`config.mk`:
```
export PLATFORM = sky130hd
export DESIGN_NAME = per_channel_duplicate_window_filter_core_flat
export DESIGN_NICKNAME = d
export VERILOG_FILES = /design/src/design/pcdwf_pkg.sv /design/src/design/pcdwf_if.sv /design/src/design/pcdwf_table.sv /design/src/design/per_channel_duplicate_window_filter_core.sv /design/src/flat_wrapper.sv
export SDC_FILE = /design/constraint.sdc
export NUM_CORES = 1
export LEC_CHECK = 0
export BUFFER_PORTS_ARGS = -buffer_cell sky130_fd_sc_hd__buf_2
export CAP_MARGIN = 20
export CELL_PAD_IN_SITES_DETAIL_PLACEMENT = 1
export CELL_PAD_IN_SITES_GLOBAL_PLACEMENT = 1
export CORE_ASPECT_RATIO = 0.9
export CORE_MARGIN = 4
export CORE_UTILIZATION = 35
export CTS_CLUSTER_SIZE = 28
export DETAILED_ROUTE_END_ITERATION = 6
export PLACE_DENSITY_LB_ADDON = 0.1
export SYNTH_ARGS = -nofsm -noshare
export SYNTH_HDL_FRONTEND = slang
export SYNTH_HIERARCHICAL = 1
export SYNTH_SLANG_ARGS = --single-unit
```
`constraint.sdc`:
```
create_clock -name clk_i -period 9.5 [get_ports clk_i]
set_clock_uncertainty 0.1 [all_clocks]
set_input_delay 0.475 -clock clk_i [delete_from_list [all_inputs] [get_ports clk_i]]
set_output_delay 0.475 -clock clk_i [all_outputs]
set_load 0.005 [all_outputs]
```
`src/design/pcdwf_pkg.sv`:
```
// ----------------------------------------------------------------------------
// pcdwf_pkg
// Shared types and constants for the per-channel duplicate window filter.
// ----------------------------------------------------------------------------
`default_nettype none

package pcdwf_pkg;

  localparam int unsigned ChanW  = 4;
  localparam int unsigned DataW  = 32;
  localparam logic [DataW-1:0] WindowReset = 32'd50;

  // One slot of the channel table.
  typedef struct packed {
    logic [DataW-1:0] fingerprint;
    logic [DataW-1:0] time_ms;
    logic [DataW-1:0] drops;
  } entry_t;

  // Write-back request into the channel table.
  typedef struct packed {
    logic             en;
    logic [ChanW-1:0] idx;
    entry_t           entry;
  } wr_req_t;

endpackage

`default_nettype wire

```
`src/design/pcdwf_if.sv`:
```
// ----------------------------------------------------------------------------
// pcdwf_in_if / pcdwf_out_if
// Valid/ready channels carrying input items and result items.
// ----------------------------------------------------------------------------
`default_nettype none

interface pcdwf_in_if;
  logic                         valid;
  logic                         ready;
  logic [pcdwf_pkg::ChanW-1:0]  channel;
  logic [pcdwf_pkg::DataW-1:0]  message_fingerprint;
  logic [pcdwf_pkg::DataW-1:0]  time_now_ms;

  modport source (output valid, channel, message_fingerprint, time_now_ms, input ready);
  modport sink   (input valid, channel, message_fingerprint, time_now_ms, output ready);
endinterface

interface pcdwf_out_if;
  logic                         valid;
  logic                         ready;
  logic                         is_duplicate;
  logic [pcdwf_pkg::DataW-1:0]  channel_drops;

  modport source (output valid, is_duplicate, channel_drops, input ready);
  modport sink   (input valid, is_duplicate, channel_drops, output ready);
endinterface

`default_nettype wire

```
`src/design/pcdwf_table.sv`:
```
// ----------------------------------------------------------------------------
// pcdwf_table
// Channel slot memory with registered read, per-entry valid flops and
// write-to-read forwarding for a read issued in the write-back cycle.
// ----------------------------------------------------------------------------
`default_nettype none

module pcdwf_table #(
  parameter int unsigned CHANNELS = 8
) (
  input  wire                           clk_i,
  input  wire                           rst_ni,
  input  wire                           rd_en_i,
  input  wire [pcdwf_pkg::ChanW-1:0]    rd_idx_i,
  input  wire pcdwf_pkg::wr_req_t       wr_i,
  output logic                          rd_valid_o,
  output pcdwf_pkg::entry_t             rd_entry_o
);

  localparam int unsigned IdxW = (CHANNELS > 1) ? $clog2(CHANNELS) : 1;

  pcdwf_pkg::entry_t mem [CHANNELS];
  logic [CHANNELS-1:0] valid_q;
  logic                rd_valid_q;
  pcdwf_pkg::entry_t   rd_entry_q;
  logic [IdxW-1:0]     rd_idx, wr_idx;
  logic                same_idx;

  assign rd_idx   = rd_idx_i[IdxW-1:0];
  assign wr_idx   = wr_i.idx[IdxW-1:0];
  assign same_idx = wr_i.en && (wr_i.idx == rd_idx_i);

  always_ff @(posedge clk_i) begin
    if (wr_i.en) begin
      mem[wr_idx] <= wr_i.entry;
    end
  end

  // Read data: the write of this same edge wins on a collision.
  always_ff @(posedge clk_i) begin
    if (rd_en_i) begin
      rd_entry_q <= same_idx ? wr_i.entry : mem[rd_idx];
    end
  end

  always_ff @(posedge clk_i or negedge rst_ni) begin
    if (!rst_ni) begin
      valid_q    <= '0;
      rd_valid_q <= 1'b0;
    end else begin
      if (wr_i.en) begin
        valid_q[wr_idx] <= 1'b1;
      end
      if (rd_en_i) begin
        rd_valid_q <= same_idx | valid_q[rd_idx];
      end
    end
  end

  assign rd_valid_o = rd_valid_q;
  assign rd_entry_o = rd_entry_q;

endmodule

`default_nettype wire

```
`src/design/per_channel_duplicate_window_filter_core.sv`:
```
// ----------------------------------------------------------------------------
// per_channel_duplicate_window_filter_core
// Drops repeated messages per channel inside a programmable time window.
// ----------------------------------------------------------------------------
// Each item names a channel, a message fingerprint and the current ms time.
// A channel holds its last accepted fingerprint and time plus a drop counter.
// An item whose fingerprint matches a valid slot and whose elapsed time
// (mod 2^32) is below window_ms is flagged duplicate and bumps the counter;
// any other item on an existing channel rewrites the slot. Channels at or
// above CHANNELS give a zero result and touch nothing. Every item yields
// exactly one result item. An accepted item is registered in s1 and its
// result in the output register when s1 advances; one item per cycle is
// sustained while out_o.ready stays high: the table is read at accept, the
// compare and write-back happen as s1 advances, and a read that collides
// with that write-back picks up the written data. Slot valid bits clear at
// reset, so there is no clearing pass. window_ms resets to 50 and must be
// written through cfg_we_i / cfg_wdata_i while the block is idle (unenforced).
// ----------------------------------------------------------------------------
`default_nettype none

module per_channel_duplicate_window_filter_core #(
  parameter int unsigned CHANNELS = 8
) (
  input  wire                           clk_i,
  input  wire                           rst_ni,
  input  wire                           cfg_we_i,
  input  wire [pcdwf_pkg::DataW-1:0]    cfg_wdata_i,
  pcdwf_in_if.sink                      in_i,
  pcdwf_out_if.source                   out_o
);

  localparam int unsigned DataW = pcdwf_pkg::DataW;
  localparam int unsigned ChanW = pcdwf_pkg::ChanW;

  // Window register.
  logic [DataW-1:0] window_q;

  always_ff @(posedge clk_i or negedge rst_ni) begin
    if (!rst_ni) begin
      window_q <= pcdwf_pkg::WindowReset;
    end else if (cfg_we_i) begin
      window_q <= cfg_wdata_i;
    end
  end

  // Compare stage (s1) and output register.
  logic             s1_valid_q;
  logic             s1_in_range_q;
  logic [ChanW-1:0] s1_ch_q;
  logic [DataW-1:0] s1_fp_q;
  logic [DataW-1:0] s1_now_q;

  logic             out_valid_q;
  logic             out_dup_q;
  logic [DataW-1:0] out_drops_q;

  logic             in_fire, s1_fire, in_range;
  logic             tbl_rd_valid;
  pcdwf_pkg::entry_t tbl_rd_entry;
  pcdwf_pkg::wr_req_t wr_req;

  logic             slot_hit, is_dup;
  logic [DataW-1:0] elapsed, drops_base, drops_new;

  // s1 advances when the output register is free or drains this cycle.
  assign s1_fire  = s1_valid_q && (!out_valid_q || out_o.ready);
  assign in_i.ready = !s1_valid_q || s1_fire;
  assign in_fire  = in_i.valid && in_i.ready;
  assign in_range = {1'b0, in_i.channel} < (ChanW+1)'(CHANNELS);

  pcdwf_table #(
    .CHANNELS (CHANNELS)
  ) u_table (
    .clk_i      (clk_i),
    .rst_ni     (rst_ni),
    .rd_en_i    (in_fire && in_range),
    .rd_idx_i   (in_i.channel),
    .wr_i       (wr_req),
    .rd_valid_o (tbl_rd_valid),
    .rd_entry_o (tbl_rd_entry)
  );

  // Duplicate test on the slot read at accept.
  always_comb begin
    slot_hit   = s1_in_range_q && tbl_rd_valid;
    elapsed    = s1_now_q - tbl_rd_entry.time_ms;
    is_dup     = slot_hit && (tbl_rd_entry.fingerprint == s1_fp_q) &&
                 (elapsed < window_q);
    // a never-written slot counts as zero drops
    drops_base = slot_hit ? tbl_rd_entry.drops : '0;
    drops_new  = is_dup ? (drops_base + DataW'(1)) : drops_base;

    wr_req.en  = s1_fire && s1_in_range_q;
    wr_req.idx = s1_ch_q;
    wr_req.entry.drops       = drops_new;
    wr_req.entry.fingerprint = is_dup ? tbl_rd_entry.fingerprint : s1_fp_q;
    wr_req.entry.time_ms     = is_dup ? tbl_rd_entry.time_ms : s1_now_q;
  end

  always_ff @(posedge clk_i or negedge rst_ni) begin
    if (!rst_ni) begin
      s1_valid_q  <= 1'b0;
      out_valid_q <= 1'b0;
    end else begin
      if (in_fire) begin
        s1_valid_q <= 1'b1;
      end else if (s1_fire) begin
        s1_valid_q <= 1'b0;
      end
      if (s1_fire) begin
        out_valid_q <= 1'b1;
      end else if (out_o.ready) begin
        out_valid_q <= 1'b0;
      end
    end
  end

  always_ff @(posedge clk_i) begin
    if (in_fire) begin
      s1_in_range_q <= in_range;
      s1_ch_q       <= in_i.channel;
      s1_fp_q       <= in_i.message_fingerprint;
      s1_now_q      <= in_i.time_now_ms;
    end
    if (s1_fire) begin
      out_dup_q   <= is_dup;
      out_drops_q <= drops_new;
    end
  end

  assign out_o.valid         = out_valid_q;
  assign out_o.is_duplicate  = out_dup_q;
  assign out_o.channel_drops = out_drops_q;

  // Checks.
  a_oor_zero: assert property (@(posedge clk_i) disable iff (!rst_ni)
    s1_fire && !s1_in_range_q |=> !out_dup_q && (out_drops_q == '0))
    else $error("out-of-range channel gave a nonzero result");

  a_dup_window: assert property (@(posedge clk_i) disable iff (!rst_ni)
    s1_fire && is_dup |-> (window_q != '0) && slot_hit)
    else $error("duplicate flagged without a valid slot or with zero window");

  a_s1_hold: assert property (@(posedge clk_i) disable iff (!rst_ni)
    s1_valid_q && !s1_fire |=> s1_valid_q && $stable(s1_ch_q) && $stable(s1_fp_q))
    else $error("stalled compare stage lost its item");

  a_no_write_oor: assert property (@(posedge clk_i) disable iff (!rst_ni)
    wr_req.en |-> ({1'b0, wr_req.idx} < (ChanW+1)'(CHANNELS)))
    else $error("table write to a channel out of range");

endmodule

`default_nettype wire

```
`src/flat_wrapper.sv`:
```
// flat-port wrapper written by rule: the top's interface ports become plain ports
module per_channel_duplicate_window_filter_core_flat 
#(
  parameter int unsigned CHANNELS = 8
)
  (clk_i, rst_ni, cfg_we_i, cfg_wdata_i, in_i_valid, in_i_channel, in_i_message_fingerprint, in_i_time_now_ms, in_i_ready, out_o_valid, out_o_is_duplicate, out_o_channel_drops, out_o_ready);
  pcdwf_in_if in_i_i ();
  pcdwf_out_if out_o_i ();
  input  wire clk_i;
  input  wire rst_ni;
  input  wire cfg_we_i;
  input  wire [pcdwf_pkg::DataW-1:0] cfg_wdata_i;
  input wire logic [$bits(in_i_i.valid)-1:0] in_i_valid;
  input wire logic [$bits(in_i_i.channel)-1:0] in_i_channel;
  input wire logic [$bits(in_i_i.message_fingerprint)-1:0] in_i_message_fingerprint;
  input wire logic [$bits(in_i_i.time_now_ms)-1:0] in_i_time_now_ms;
  output wire logic [$bits(in_i_i.ready)-1:0] in_i_ready;
  output wire logic [$bits(out_o_i.valid)-1:0] out_o_valid;
  output wire logic [$bits(out_o_i.is_duplicate)-1:0] out_o_is_duplicate;
  output wire logic [$bits(out_o_i.channel_drops)-1:0] out_o_channel_drops;
  input wire logic [$bits(out_o_i.ready)-1:0] out_o_ready;
  assign in_i_i.valid = in_i_valid;
  assign in_i_i.channel = in_i_channel;
  assign in_i_i.message_fingerprint = in_i_message_fingerprint;
  assign in_i_i.time_now_ms = in_i_time_now_ms;
  assign in_i_ready = in_i_i.ready;
  assign out_o_valid = out_o_i.valid;
  assign out_o_is_duplicate = out_o_i.is_duplicate;
  assign out_o_channel_drops = out_o_i.channel_drops;
  assign out_o_i.ready = out_o_ready;
  per_channel_duplicate_window_filter_core #(.CHANNELS(CHANNELS)) u_core (.clk_i(clk_i), .rst_ni(rst_ni), .cfg_we_i(cfg_we_i), .cfg_wdata_i(cfg_wdata_i), .in_i(in_i_i), .out_o(out_o_i));
endmodule
```
==> results of run 1 <==
-- per-layer routing --
metal	GRT usage	up-vias	part of all wire	wire, um
met5	0	-	0	0
met4	0.0384	0	0.019	1990
met3	0.0289	137	0.037	3980
met2	0.276	384	0.47	50400
met1	0.239	11800	0.47	50100
li1	-	9963	-	-
-- kinds of logic after synthesis --
| group | synth area share |
|---|---|
| xor+xnor | 0.0133 |
| buf+inv | 0.0206 |
| simple gates | 0.0610 |
| mux | 0.140 |
| compound gates | 0.0305 |
| flops | 0.715 |
| fa+ha+maj | 0.0192 |
-- worst register-to-register path, delay by kind of cell, from the launching register on --
kind | cells | cell delay (ns)
buffers and inverters | 2 | 0.74
AND/OR/NAND/NOR | 7 | 2.04
flip-flops | 1 | 0.45
AO/OA/AOI/OAI | 7 | 2.24
multiplexers | 2 | 0.72
adder cells (fa/ha/maj) | 2 | 0.63
-- report_power, final --
group / leakage (nW) / internal [mW] / switching [mW] / total (mW)
logic: 5.80 / 0.339 / 0.488 / 0.828
clock network: 1.81 / 2.61 / 1.76 / 4.37
registers: 9.37 / 5.04 / 0.0668 / 5.11
-- stage by stage --
| stage | cells | power [mW] | hold slack, ns | utilization |
|---|---|---|---|---|
| floorplan | 2431 | 5.71 | 0.0794 | - |
| global placement | 4052 | 5.98 | 0.347 | 0.375 |
| detailed placement | 4052 | 6.01 | 0.350 | 0.375 |
| CTS | 4358 | 10.5 | 0.236 | 0.415 |
| global route | 4362 | 10.8 | 0.247 | 0.415 |
| finish | 4362 | 10.3 | 0.267 | 0.415 |
-- worst max path at each step --
| stage | startpoint | to | slack [ns] | cells past startpoint |
|---|---|---|---|---|
| finish | u_core/s1_now_q[1] | u_core/u_table/rd_entry_o[61] | 2.32 | 20 |
| detailed placement | u_core/s1_now_q[1] | u_core/u_table/rd_entry_o[47] | 2.18 | 20 |
| global placement | u_core/s1_now_q[1] | u_core/u_table/rd_entry_o[47] | 2.21 | 20 |
| CTS | u_core/s1_now_q[1] | u_core/u_table/rd_entry_o[58] | 2.14 | 20 |
| floorplan | out_o_ready | u_core/u_table/valid_q[0] | 1.22 | 5 |
| global route | u_core/s1_now_q[1] | u_core/u_table/rd_entry_o[60] | 1.93 | 20 |
-- placed cells by master, fill, tap and decap left out, drive strengths merged, types with 4 or more instances in the layout --
| master | netlist | layout |
|---|---|---|
| edfxtp | 966 | 966 |
| nand2 | 367 | 367 |
| mux4 | 193 | 193 |
| buf | 52 | 174 |
| clkbuf | 85 | 145 |
| mux2 | 131 | 131 |
| dlygate4sd3 | 0 | 101 |
| inv | 75 | 78 |
| ha | 63 | 63 |
| xnor2 | 49 | 49 |
| o21ai | 45 | 45 |
| clkinv | 0 | 42 |
| dfrtp | 40 | 40 |
| nand2b | 37 | 37 |
| a21oi | 31 | 31 |
| nor2 | 30 | 30 |
| nand3 | 27 | 27 |
| nand4 | 22 | 22 |
| a21o | 22 | 22 |
| o311ai | 16 | 16 |
| bufinv | 0 | 15 |
| xor2 | 15 | 15 |
| nor3 | 15 | 15 |
| o41ai | 15 | 15 |
| or2 | 12 | 12 |
| nor4 | 12 | 12 |
| and3 | 11 | 11 |
| mux2i | 9 | 9 |
| o211ai | 8 | 8 |
| o21a | 6 | 6 |
| and2 | 6 | 6 |
| nor2b | 5 | 5 |
| and4 | 5 | 5 |
| a2111oi | 4 | 4 |
| o31ai | 4 | 4 |
-- sequential cells by signal (all words and copies together) (netlist names) --
signal and flops:
u_core/s1_in_range_q 1, u_core/out_o.is_duplicate 1, u_core/u_table/mem 768, u_core/window_q 32
u_core/s1_fp_q 32, u_core/s1_valid_q 1, u_core/u_table/valid_q 8, u_core/out_o.valid 1
u_core/out_o.channel_drops 32, u_core/s1_ch_q 4, u_core/u_table/rd_entry_o 96, u_core/u_table/rd_valid_o 1
u_core/s1_now_q 32
-- area by class of cell --
cell class | count | area, um2
inverters | 75 | 287
repair buffers | 277 | 2100
well taps | 1586 | 1980
multi-input cells | 1210 | 11300
flip-flops and latches | 1009 | 30100
fillers | 11600 | 69700
clock buffers | 143 | 2970
clock inverters | 62 | 733
-- what timing repair did --
item	CTS	global route
setup endpoints to repair	0	0
hold endpoints to repair	140	0
hold buffers	101	0
==> results by group, run 1 <==
Critical path
  – Required @ worst endpoint: 9.82 ns
  – Worst Path Max Fanout: 46
  – Critical path launch point type: flop
  – Critical path arrival: 7.50 ns
  – Buf+Inv Stages, Crit Path: 2
  – Worst r2r src: u_core/s1_now_q[1]
  – R2R Setup Slk: 2.32 ns
  – Reg2reg end: u_core/u_table/rd_entry_o[61]
  – Crit-path leading delay family: compound AO/OA/AOI/OAI gates
  – Max stage delay cell, worst path: nor2_4
  – FF-to-FF path depth: 20
  – Crit-path cells: ha_1 -> nor2b_1 -> o2111ai_1 -> nand4b_1 -> o211a_1 -> o41a_1 -> a311oi_4 -> nor2_1 -> a311o_1 -> ha_1 -> a21oi_1 -> and2_1 -> nand3_1 -> nor4_4 -> o2111ai_4 -> buf_4 -> nor2_4 -> buf_4 -> mux2_2 -> mux2_2
  – Crit Path Class: flop to flop
  – CP Capture Type: flop
  – Max incr delay on CP: 0.81 ns

Yosys
  – Post-Syn Nets: 2600
  – EDFF count, synth: 966
  – Synth cell count leaders: edfxtp_1, nand2_1, mux4_2
  – Asr flop ratio synth: 0.0426
  – Sequential area share after synthesis: 0.715
  – Cell area after synthesis: 42100 um2
  – Synth top area cells: edfxtp_1, mux4_2, nand2_1
  – Yosys warns: 6
  – Avg Cell Area, Syn: 17.3 um2
  – Most common cell in the netlist: edfxtp_1
  – Netlist cell types: 74
  – Area leader, netlist: edfxtp_1
  – Synth Flop Type: edfxtp_1
  – Top-area cell type share of the netlist area: 0.689
  – Syn Inst Count: 2431
  – Synthesized flop and latch total: 1009

Die
  – Die X: 374 um
  – Die extent in y: 337 um
  – Row Count: 120
  – Die area: 126000 um2
  – Initial Utilization: 0.353
  – CORE AREA: 119000 um2
  – I/O pin count: 140

Route
  – DRC errors left: 0
  – Number of vias per cell: 5.12
  – Pre-antenna DRT Iters: 5
  – Final WL: 106 mm
  – Starting DRT DRC Count: 1303
  – DR WL/cell: 24.4 um
  – Routed via count: 22300
  – Detail Route Antenna Nets: 0

CTS
  – Post-CTS Resized: 0
  – Clock Sinks: 1009
  – Clk root buf: clkbuf_16
  – H-tree levels: 3
  – CTS clk-pin slew, worst paths: 0.06 ns
  – CTS tree: built
  – Max Root-Sink Buffers: 3
  – Post-CTS Repair Setup Buffers: 0
  – Clk Latency, worst-skew pair: 0.70 ns
  – Number of buffers created by CTS: 110

STA
  – Final Hold Fails: 0
  – RSZ-0062 raised after global routing: false
  – Setup violators final: 0
  – Slew Limit Fails: 0
  – Final worst path period share: 0.756
  – Post-Route Setup TNS: 0 ns
  – Max Freq: 139 MHz
  – Slew @ Worst Pin: 1.11 ns
  – Final Worst Setup Slack: 2.32 ns
  – Fin crit period: 7.18 ns
  – Slew margin rel.: 0.254

GRT
  – Global-route wire length before repair: 160 mm
  – Vias in the first global route: 24500
  – Initial antenna violation count: 2
  – Largest net degree at the start of global routing: 98
  – Grt ovf: 0
  – Total GRT Usage: 0.169

Power
  – Leakage power: 17.0 nW
  – P per Cell Area: 208 nW/um2
  – VDD IR max: 0.000123 V

Placement
  – Dpl cell area: 44700 um2
  – Hpwl dp: 56.6 mm
  – Port Buffer Count: 139
  – Place WS: 2.18 ns
  – GPL Wtd Cong: 0.789

Layout
  – Layout cells sized above 1: 0.251
  – Design Area, Final: 49500 um2
  – Nets@finish: 2852
  – N_diodes: 0
  – Area delta synth->final: 17.6%

Worst hold path
  – Hold EP: u_core/s1_ch_q[1]
  – Hold Crit Class: primary input to flop
  – Worst Min Path Start: in_i_channel[1]
  – Worst Hold Depth: 1

Status
  – Outcome: finished, final reports clean

Flow run
  – MaxCap Viol Count: 0
No activity file was read; power rests on OpenSTA's default activity.
==> inputs of run 2 (changes only) <==
- ABC_AREA: default -> 1
- clock period: 9.5 -> 6.1 ns (I/O delays scaled with it)
==> results by group, run 2 <==
Critical path
  – Reg2reg end: u_core/u_table/rd_entry_o[57]
  – Worst Path Max Fanout: 44
  – Crit-path leading delay family: simple AND/OR/NAND/NOR gates
  – Critical path arrival: 5.70 ns
  – Critical path launch point type: flop
  – Worst Setup SP: u_core/s1_now_q[0]
  – Crit Path Class: flop to flop
  – CP Capture Type: flop
  – Worst r2r src: u_core/s1_now_q[0]
  – Crit path top cell by count: nand2_1
  – R2R Setup Slk: 0.87 ns
  – Max stage delay cell, worst path: buf_4
  – Required @ worst endpoint: 6.57 ns
  – FF-to-FF path depth: 28
  – Max incr delay on CP: 0.63 ns
  – Buf+Inv Stages, Crit Path: 5

Layout
  – Design Area, Final: 52200 um2
  – Nets@finish: 4552
  – Layout cells sized above 1: 0.0854
  – Top reg by flops: u_core/u_table/mem
  – Most common cell after layout, fill and taps aside: edfxtp_1
  – Util after Layout: 0.408
  – Finished Layout Cells: 6176
  – Area delta synth->final: 15.3%
  – Commonest non-fill, non-tap cells in the layout: edfxtp_1, nand2_1, nor2_1
  – Max reg flops: 768

STA
  – Fin crit period: 5.23 ns
  – Slew margin rel.: 0.229
  – Max Freq: 191 MHz
  – Post-Route Setup TNS: 0 ns
  – Final Hold Fails: 0
  – Slew Limit Fails: 0
  – RSZ-0062 raised after global routing: false
  – Slew @ Worst Pin: 1.16 ns
  – Final worst path period share: 0.857
  – Worst hold slack: 0.146 ns
  – Final Worst Setup Slack: 0.871 ns
  – Setup violators final: 0

Power
  – VDD IR max: 0.000225 V
  – Leakage power: 19.6 nW
  – Pwr Total: 16.4 mW
  – P per Cell Area: 315 nW/um2

GRT
  – Total GRT Usage: 0.212
  – Vias in the first global route: 32600
  – Largest net degree at the start of global routing: 200
  – Initial antenna violation count: 4
  – Global-route wire length before repair: 217 mm
  – Grt ovf: 0

CTS
  – Clk root buf: clkbuf_16
  – Post-CTS Repair Setup Buffers: 0
  – Post-CTS Resized: 0
  – CTS clk-pin slew, worst paths: 0.06 ns
  – Number of buffers created by CTS: 109
  – Clk Latency, worst-skew pair: 0.72 ns
  – Max Root-Sink Buffers: 3
  – # hold bufs at CTS: 103
  – Clock Sinks: 1009
  – CTS tree: built
  – H-tree levels: 3

Yosys
  – Synth Flop Type: edfxtp_1
  – Yosys warns: 6
  – Avg Cell Area, Syn: 10.7 um2
  – Most common cell in the netlist: edfxtp_1
  – Top-area cell type share of the netlist area: 0.641
  – Cell area after synthesis: 45200 um2
  – Sequential area share after synthesis: 0.665
  – Netlist cell types: 38
  – Synth cell count leaders: edfxtp_1, nand2_1, nor2_1
  – Asr flop ratio synth: 0.0426
  – Syn Inst Count: 4238
  – Synth top area cells: edfxtp_1, nand2_1, nor2_1
  – Post-Syn Nets: 4407
  – Synthesized flop and latch total: 1009
  – Area leader, netlist: edfxtp_1
  – EDFF count, synth: 966

Route
  – Pre-antenna DRT Iters: 5
  – Routed via count: 32100
  – DRC errors left: 0
  – DR WL/cell: 23.6 um
  – Final WL: 146 mm
  – Detail Route Antenna Nets: 0
  – Starting DRT DRC Count: 2396
  – Number of vias per cell: 5.20

Worst hold path
  – Hold EP: u_core/window_q[5]
  – Hold Crit Class: primary input to flop
  – Worst Min Path Start: cfg_we_i
  – Worst Hold Depth: 4

Placement
  – Place WS: 0.881 ns
  – Placed Cells: 5870
  – Hpwl dp: 79.6 mm
  – Port Buffer Count: 139
  – Dpl cell area: 47600 um2
  – GPL Wtd Cong: 0.856

Die
  – Die area: 135000 um2
  – I/O pin count: 140
  – Row Count: 124
  – Initial Utilization: 0.354
  – Die extent in y: 349 um
  – Die X: 387 um
  – CORE AREA: 128000 um2

Flow run
  – MaxCap Viol Count: 0

Status
  – Outcome: finished, final reports clean
[run 2: tightest hold or removal path: stages]
cell and delay (ns):
buf_2 0.10, buf_4 0.30, nand2_1 0.14, o21ai_0 0.07
[run 2: how the worst max path moves through the flow]
| stage | end | slack [ns] | depth (start not counted) |
|---|---|---|---|
| 2_1_floorplan | u_core/u_table/valid_q[1] | 0.33 | 7 |
| 3_3_place_gp | u_core/u_table/rd_entry_o[14] | 0.88 | 28 |
| 3_5_place_dp | u_core/u_table/rd_entry_o[14] | 0.88 | 28 |
| 4_1_cts | u_core/u_table/rd_entry_o[23] | 0.84 | 28 |
| 5_1_grt | u_core/u_table/rd_entry_o[23] | 0.44 | 28 |
| 6_report | u_core/u_table/rd_entry_o[57] | 0.87 | 28 |
[run 2: logic make-up (layout without fill, tap and decap cells)]
kind of cell,after synthesis,count (layout),synth area share
AOI/OAI and AO/OA,582,582,0.0703
xor gates and xnor gates,56,56,0.0110
adders and majority gates,64,64,0.0179
buffers and inverters,632,868,0.0565
DFF,1009,1009,0.665
muxes,1,1,0.000249
other,0,1,0
and+or+nand+nor,1894,1894,0.179
[run 2: final cells by class]
class	instances	area, um2
sequential	1009	30100
multi-input combinational	2597	12700
clock buffer	151	3010
clock inverter	51	489
antenna	1	2.50
timing repair buffer	292	2320
tap	1701	2130
fill	13800	75500
inverter	374	1420
[run 2: per-layer routing]
layer / track usage / vias to the layer above / share of wire
li1: - / 15000 / -
met1: 0.316 / 16300 / 0.49
met2: 0.332 / 649 / 0.45
met3: 0.0313 / 150 / 0.043
met4: 0.0432 / 0 / 0.017
met5: 0 / - / 0
[run 2: power by group]
part	total [mW]	leakage, nW	switching, mW	internal, mW
clock	6.59	1.72	2.78	3.81
combinational	1.76	8.56	1.26	0.502
sequential	8.08	9.37	0.153	7.93
